`src/hw/rtl/tmd_pkg.sv`:
```
// Shared constants, register indexes and types for the trapezoid membership block.
package tmd_pkg;

  localparam int SAMPLE_BITS    = 16;
  localparam int FRACTION_BITS  = 15;
  localparam int CFG_INDEX_BITS = 2;

  localparam logic [CFG_INDEX_BITS-1:0] REG_LEFT_EDGE  = 2'd0;
  localparam logic [CFG_INDEX_BITS-1:0] REG_PEAK_START = 2'd1;
  localparam logic [CFG_INDEX_BITS-1:0] REG_PEAK_END   = 2'd2;
  localparam logic [CFG_INDEX_BITS-1:0] REG_RIGHT_EDGE = 2'd3;

  typedef struct packed {
    logic full;
    logic support;
  } tmd_flags_t;

endpackage

```
`src/hw/rtl/tmd_front.sv`:
```
// Front stage: classifies the sample against the breakpoints and sets up the division.
module tmd_front #(
  parameter int SAMPLE_BITS = tmd_pkg::SAMPLE_BITS
) (
  input  logic                          clk,
  input  logic                          rst,
  input  logic                          en,
  input  logic                          in_valid,
  input  logic signed [SAMPLE_BITS-1:0] sample,
  input  logic signed [SAMPLE_BITS-1:0] left_edge,
  input  logic signed [SAMPLE_BITS-1:0] peak_start,
  input  logic signed [SAMPLE_BITS-1:0] peak_end,
  input  logic signed [SAMPLE_BITS-1:0] right_edge,
  output logic                          valid,
  output logic [SAMPLE_BITS-1:0]        num,
  output logic [SAMPLE_BITS-1:0]        den,
  output tmd_pkg::tmd_flags_t           flags
);

  logic signed [SAMPLE_BITS:0] t_x;
  logic signed [SAMPLE_BITS:0] le_x;
  logic signed [SAMPLE_BITS:0] ps_x;
  logic signed [SAMPLE_BITS:0] pe_x;
  logic signed [SAMPLE_BITS:0] re_x;
  logic signed [SAMPLE_BITS:0] rise_num;
  logic signed [SAMPLE_BITS:0] rise_den;
  logic signed [SAMPLE_BITS:0] fall_num;
  logic signed [SAMPLE_BITS:0] fall_den;
  logic [SAMPLE_BITS-1:0]      num_next;
  logic [SAMPLE_BITS-1:0]      den_next;
  tmd_pkg::tmd_flags_t         flags_next;

  assign t_x  = {sample[SAMPLE_BITS-1], sample};
  assign le_x = {left_edge[SAMPLE_BITS-1], left_edge};
  assign ps_x = {peak_start[SAMPLE_BITS-1], peak_start};
  assign pe_x = {peak_end[SAMPLE_BITS-1], peak_end};
  assign re_x = {right_edge[SAMPLE_BITS-1], right_edge};

  assign rise_num = t_x - le_x;
  assign rise_den = ps_x - le_x;
  assign fall_num = re_x - t_x;
  assign fall_den = re_x - pe_x;

  always_comb begin
    num_next           = '0;
    den_next           = {{(SAMPLE_BITS-1){1'b0}}, 1'b1};
    flags_next.full    = 1'b0;
    flags_next.support = (sample > left_edge) && (sample < right_edge);
    if (sample <= left_edge) begin
      num_next = '0;
    end else if (sample < peak_start) begin
      num_next = rise_num[SAMPLE_BITS-1:0];
      den_next = rise_den[SAMPLE_BITS-1:0];
    end else if (sample <= peak_end) begin
      flags_next.full = 1'b1;
    end else if (sample < right_edge) begin
      num_next = fall_num[SAMPLE_BITS-1:0];
      den_next = fall_den[SAMPLE_BITS-1:0];
    end
  end

  always_ff @(posedge clk) begin
    if (rst) begin
      valid <= 1'b0;
    end else if (en) begin
      valid <= in_valid;
    end
    if (en) begin
      num   <= num_next;
      den   <= den_next;
      flags <= flags_next;
    end
  end

endmodule

```
`src/hw/rtl/tmd_cell.sv`:
```
// Division cell: one restoring step that yields one quotient bit per cycle while en is high.
module tmd_cell #(
  parameter int SAMPLE_BITS   = tmd_pkg::SAMPLE_BITS,
  parameter int FRACTION_BITS = tmd_pkg::FRACTION_BITS
) (
  input  logic                     clk,
  input  logic                     rst,
  input  logic                     en,
  input  logic                     valid_in,
  input  logic [SAMPLE_BITS-1:0]   rem_in,
  input  logic [SAMPLE_BITS-1:0]   den_in,
  input  logic [FRACTION_BITS-1:0] quo_in,
  input  tmd_pkg::tmd_flags_t      flags_in,
  output logic                     valid,
  output logic [SAMPLE_BITS-1:0]   rem,
  output logic [SAMPLE_BITS-1:0]   den,
  output logic [FRACTION_BITS-1:0] quo,
  output tmd_pkg::tmd_flags_t      flags
);

  logic [SAMPLE_BITS:0]   rem_shift;
  logic [SAMPLE_BITS:0]   rem_diff;
  logic                   take;
  logic [SAMPLE_BITS-1:0] rem_next;

  assign rem_shift = {rem_in, 1'b0};
  assign rem_diff  = rem_shift - {1'b0, den_in};
  assign take      = rem_shift >= {1'b0, den_in};
  assign rem_next  = take ? rem_diff[SAMPLE_BITS-1:0] : rem_shift[SAMPLE_BITS-1:0];

  always_ff @(posedge clk) begin
    if (rst) begin
      valid <= 1'b0;
    end else if (en) begin
      valid <= valid_in;
    end
    if (en) begin
      rem   <= rem_next;
      den   <= den_in;
      quo   <= {quo_in[FRACTION_BITS-2:0], take};
      flags <= flags_in;
    end
  end

endmodule

```
`src/hw/rtl/trapezoid_membership_degree_top.sv`:
```
// Data path: an accepted sample is registered in the classify stage and then in each division cell in turn.
// Throughput: one sample per cycle; a chain of FRACTION_BITS division cells, one
// quotient bit per cell, follows a classify stage, and the whole chain holds on out_stall.
// Reset (rst, synchronous): clears all valid bits and sets the four breakpoints to 0.
// Top level: trapezoidal fuzzy membership degree with a pipelined divider chain.
module trapezoid_membership_degree_top #(
  parameter int SAMPLE_BITS   = tmd_pkg::SAMPLE_BITS,
  parameter int FRACTION_BITS = tmd_pkg::FRACTION_BITS
) (
  input  logic                                clk,
  input  logic                                rst,
  input  logic                                cfg_valid,
  output logic                                cfg_ready,
  input  logic [tmd_pkg::CFG_INDEX_BITS-1:0]  cfg_index,
  input  logic [SAMPLE_BITS-1:0]              cfg_data,
  input  logic                                in_valid,
  output logic                                in_stall,
  input  logic signed [SAMPLE_BITS-1:0]       sample,
  output logic                                out_valid,
  input  logic                                out_stall,
  output logic [FRACTION_BITS:0]              degree,
  output logic                                in_support
);

  logic signed [SAMPLE_BITS-1:0] left_edge;
  logic signed [SAMPLE_BITS-1:0] peak_start;
  logic signed [SAMPLE_BITS-1:0] peak_end;
  logic signed [SAMPLE_BITS-1:0] right_edge;
  logic                          en;

  logic                     chain_valid [0:FRACTION_BITS];
  logic [SAMPLE_BITS-1:0]   chain_rem   [0:FRACTION_BITS];
  logic [SAMPLE_BITS-1:0]   chain_den   [0:FRACTION_BITS];
  logic [FRACTION_BITS-1:0] chain_quo   [0:FRACTION_BITS];
  tmd_pkg::tmd_flags_t      chain_flags [0:FRACTION_BITS];

  assign cfg_ready = 1'b1;
  assign en        = !(out_valid && out_stall);
  assign in_stall  = out_valid && out_stall;

  always_ff @(posedge clk) begin
    if (rst) begin
      left_edge  <= '0;
      peak_start <= '0;
      peak_end   <= '0;
      right_edge <= '0;
    end else if (cfg_valid && cfg_ready) begin
      case (cfg_index)
        tmd_pkg::REG_LEFT_EDGE:  left_edge  <= cfg_data;
        tmd_pkg::REG_PEAK_START: peak_start <= cfg_data;
        tmd_pkg::REG_PEAK_END:   peak_end   <= cfg_data;
        tmd_pkg::REG_RIGHT_EDGE: right_edge <= cfg_data;
        default: ;
      endcase
    end
  end

  tmd_front #(
    .SAMPLE_BITS(SAMPLE_BITS)
  ) u_front (
    .clk       (clk),
    .rst       (rst),
    .en        (en),
    .in_valid  (in_valid),
    .sample    (sample),
    .left_edge (left_edge),
    .peak_start(peak_start),
    .peak_end  (peak_end),
    .right_edge(right_edge),
    .valid     (chain_valid[0]),
    .num       (chain_rem[0]),
    .den       (chain_den[0]),
    .flags     (chain_flags[0])
  );

  assign chain_quo[0] = '0;

  for (genvar i = 0; i < FRACTION_BITS; i++) begin : g_cell
    tmd_cell #(
      .SAMPLE_BITS  (SAMPLE_BITS),
      .FRACTION_BITS(FRACTION_BITS)
    ) u_cell (
      .clk     (clk),
      .rst     (rst),
      .en      (en),
      .valid_in(chain_valid[i]),
      .rem_in  (chain_rem[i]),
      .den_in  (chain_den[i]),
      .quo_in  (chain_quo[i]),
      .flags_in(chain_flags[i]),
      .valid   (chain_valid[i+1]),
      .rem     (chain_rem[i+1]),
      .den     (chain_den[i+1]),
      .quo     (chain_quo[i+1]),
      .flags   (chain_flags[i+1])
    );
  end

  assign out_valid  = chain_valid[FRACTION_BITS];
  assign in_support = chain_flags[FRACTION_BITS].support;
  assign degree     = chain_flags[FRACTION_BITS].full ? {1'b1, {FRACTION_BITS{1'b0}}}
                                                      : {1'b0, chain_quo[FRACTION_BITS]};

endmodule

```
`config.mk`:
```
export PLATFORM = sky130hd
export DESIGN_NAME = trapezoid_membership_degree_top
export DESIGN_NICKNAME = d
export VERILOG_FILES = /design/src/hw/rtl/tmd_pkg.sv /design/src/hw/rtl/tmd_front.sv /design/src/hw/rtl/tmd_cell.sv /design/src/hw/rtl/trapezoid_membership_degree_top.sv
export SDC_FILE = /design/constraint.sdc
export NUM_CORES = 2
export LEC_CHECK = 0
export ABC_AREA = 0
export BUFFER_PORTS_ARGS = -buffer_cell sky130_fd_sc_hd__buf_4
export CORE_MARGIN = 4
export CORE_UTILIZATION = 39
export DETAILED_ROUTE_END_ITERATION = 8
export GPL_TIMING_DRIVEN = 1
export HOLD_SLACK_MARGIN = 0.06
export PLACE_DENSITY = 0.64
export SYNTH_ARGS = -nofsm -noshare
export SYNTH_HDL_FRONTEND = slang
export SYNTH_SLANG_ARGS = --single-unit
```
`constraint.sdc`:
```
create_clock -name clk -period 40.2 [get_ports clk]
set_input_delay 6.03 -clock clk [delete_from_list [all_inputs] [get_ports clk]]
set_output_delay 6.03 -clock clk [all_outputs]
set_load 0.02 [all_outputs]
```
==> results by group <==
Outcome
  – Status: complete, no violations

Yosys
  – Syn avg cell area: 11.0 sq um
  – EDFF count, synth: 632
  – Mapped cell area: 39400 sq um
  – Netlist cell types: 92
  – Post-synth top area cell: edfxtp_1
  – Synth Flop Type: edfxtp_1
  – Synth Register Bits: 712
  – Dominant cells by area after synthesis: edfxtp_1 (48%), ha_1 (11%), a21oi_1 (4.3%)
  – Syn_nets: 3964
  – Asr flop ratio synth: 0%
  – Synth warn: 0
  – Cells after Synth: 3575
  – Top cell type's share of synthesized area: 48.2%
  – Sequential share of the synthesized area: 52.2%

Clock tree
  – Post-CTS Setup Bufs: 0
  – H-tree levels: 3
  – Longest Clk Path Bufs: 3
  – Clock Tree Root: clkbuf_16
  – CTS tree: built
  – TritonCTS Buffers: just over 80
  – Later-pin clock latency in the skew report: approximately 0.65 ns
  – CTS sink cnt: 712
  – PostCTS Resize Cnt: 0
  – Clk pin slew, worst setup/hold paths: 0.06 ns
  – CTS hold repair buffers: 0

Floorplanning
  – Die height: around 330 microns
  – Core area: 100000 sq um
  – Row count: 116
  – Die width: 326 microns
  – Total I/O pin count: slightly below 60
  – Die Area: approximately 110000 sq um
  – Initial Utilization: 39.3%

Placed design
  – Final HPWL from detailed placement: 61700 microns
  – GP Congestion: 0.894
  – Port bufs: between 50 and 60
  – Pre-CTS WS: 26.46 ns

Cells and area
  – Diode count: 0
  – Final net count: 4052
  – Commonest non-fill, non-tap cell in the layout: edfxtp_1
  – Core Util, Final: 43.8%
  – Most frequent cells in the layout: edfxtp_1 (632), inv_1 (393), a21oi_1 (335)
  – Fill cell count: 9400
  – Area Growth Syn to Fin: 11.3%
  – Share of post-route cells with drive strength above 1: 8.93%

Setup path
  – Type of destination of the critical path: output pin
  – Largest fanout on the critical path: 56
  – Kind of critical path: primary input to output pin
  – Req. time, crit path: 34.17 ns
  – Worst EP arrival: 7.64 ns
  – CP startpoint kind: primary input

Detailed routing
  – DR pass1 iterations: 5
  – WL per Instance: ~17 microns
  – Routed wire length: 83000 microns
  – Starting DRT DRC Count: ~1800
  – Via density: 5.16
  – Routed Antenna Nets: 0
  – Via Count: 25939
  – # DRC: 0

Timing
  – Skew final: approximately 0.028 ns
  – Max-slew violation count: 0
  – Final Cycle Share: 34.0%
  – Least-Margin Pin Slew: 1.18 ns
  – Fmax: 73.1 MHz
  – Final hold vios: 0
  – Normalized max-slew margin: around 21%
  – Post-Route Setup TNS: 0 ns
  – Final worst setup slack: 26.53 ns
  – WHS: 0.408 ns
  – RSZ-0062 raised after global routing: no
  – Finish-stage setup viols: 0
  – Final Critical Period: approximately 14 ns

GRT
  – Initial antenna violation count: 0
  – Number of global-route vias before repair: 25132
  – GRT Residual Overflow: 0
  – Gr usage total: 15.3%
  – First-pass GRT wire length: 132000 microns
  – Pin count of the biggest net entering global routing: 188

Power and ir drop
  – Cell area power density: 83.0 nW/um^2
  – Total Power: around 3.6 mW
  – Largest vdd supply drop: 32.6 uV
  – Lkg Pwr: 17.0 nW

Worst hold path
  – Hold Crit Class: register to register

Run
  – Max-cap violations: 0
[cells by family after synthesis]
group	after synthesis	synth area share, %
buffers and inverters	460	4.63
other	1	0.00952
AND/OR/NAND/NOR	913	10.9
multiplexers	105	2.98
adder cells (fa/ha/maj)	350	11.5
XOR/XNOR	197	4.38
AO/OA/AOI/OAI	837	13.4
flip-flops	712	52.2
[cells in the mapped netlist (all sizes together), types with 18 or more instances]
master and n:
o21a 55, nor3 59, a211oi 20, nand3 46, or3 37, nand4 41
or2 21, a21oi 340, buf 33, o21ai 162, nand2b 47, mux2 100
ha 332, xnor2 131, nor2 257, nand2 283, inv 393, fa 18
and3 20, xor2 66, dfxtp 80, a21o 63, o31a 20, a22oi 20
o211ai 20, edfxtp 632, nor2b 55, clkbuf 33
[routing by layer]
metal	routed length [microns]	vias up	GRT usage [%]	part of all wire, %
li1	-	13084	-	-
met1	36500	12170	19.5	44
met2	39600	504	26.1	48
met3	3800	181	2.51	4.6
met4	3140	0	6.38	3.8
met5	0	-	0	0
[sequential cells by signal (all words and copies together) (netlist names)]
name / count
peak_start: 16
g_cell.u_cell.flags: 30
u_front.flags: 2
g_cell.u_cell.rem: 224
peak_end: 16
g_cell.u_cell.valid: 15
g_cell.u_cell.quo: 120
u_front.valid: 1
right_edge: 16
left_edge: 16
g_cell.u_cell.den: 224
u_front.num: 16
u_front.den: 16
[critical path, cell delays in order]
cell	delay, ns
buf_4	0.12
nand2_4	0.54
clkinv_1	0.61
buf_4	0.33
[final timing paths]
kind / cells past startpoint / slack, ns / to / startpoint
worst max-delay path: 4 / 26.53 / in_stall / out_stall
worst min-delay path: 0 / 0.41 / g_cell[7].u_cell.quo[5] / g_cell[6].u_cell.quo[4]
worst max register to register: 5 / 35.35 / g_cell[13].u_cell.quo[9] / g_cell[14].u_cell.valid
worst min register to register: 0 / 0.41 / g_cell[7].u_cell.quo[5] / g_cell[6].u_cell.quo[4]
[report_power, final]
group | leakage [nW] | total (mW) | internal [mW] | switching, mW
Sequential | 7.55 | 1.27 | 1.15 | 0.120
Clock | 1.29 | 0.732 | 0.433 | 0.299
Combinational | 8.14 | 1.64 | 0.741 | 0.895
Total | 17.0 | 3.64 | 2.33 | 1.31
[final cells by class]
cell class | instances | area, sq um | area share [%]
Sequential cell | 712 | 20600 | 46.9
Multi-Input combinational cell | 2403 | 17000 | 38.8
Clock buffer | 107 | 2210 | 5.03
Tap cell | 1298 | 1620 | 3.70
Inverter | 394 | 1480 | 3.37
Timing Repair Buffer | 71 | 546 | 1.24
Clock inverter | 40 | 417 | 0.950
[stage by stage]
| stage | instance area (sq um) | instances |
|---|---|---|
| CTS | 43900 | 5025 |
| detailed placement | 41200 | 4878 |
| floorplan | 39400 | 3575 |
| finish | 43900 | 5025 |
| global route | 43900 | 5025 |
| global placement | 41200 | 4878 |
Power figures use the tool's default switching activity.
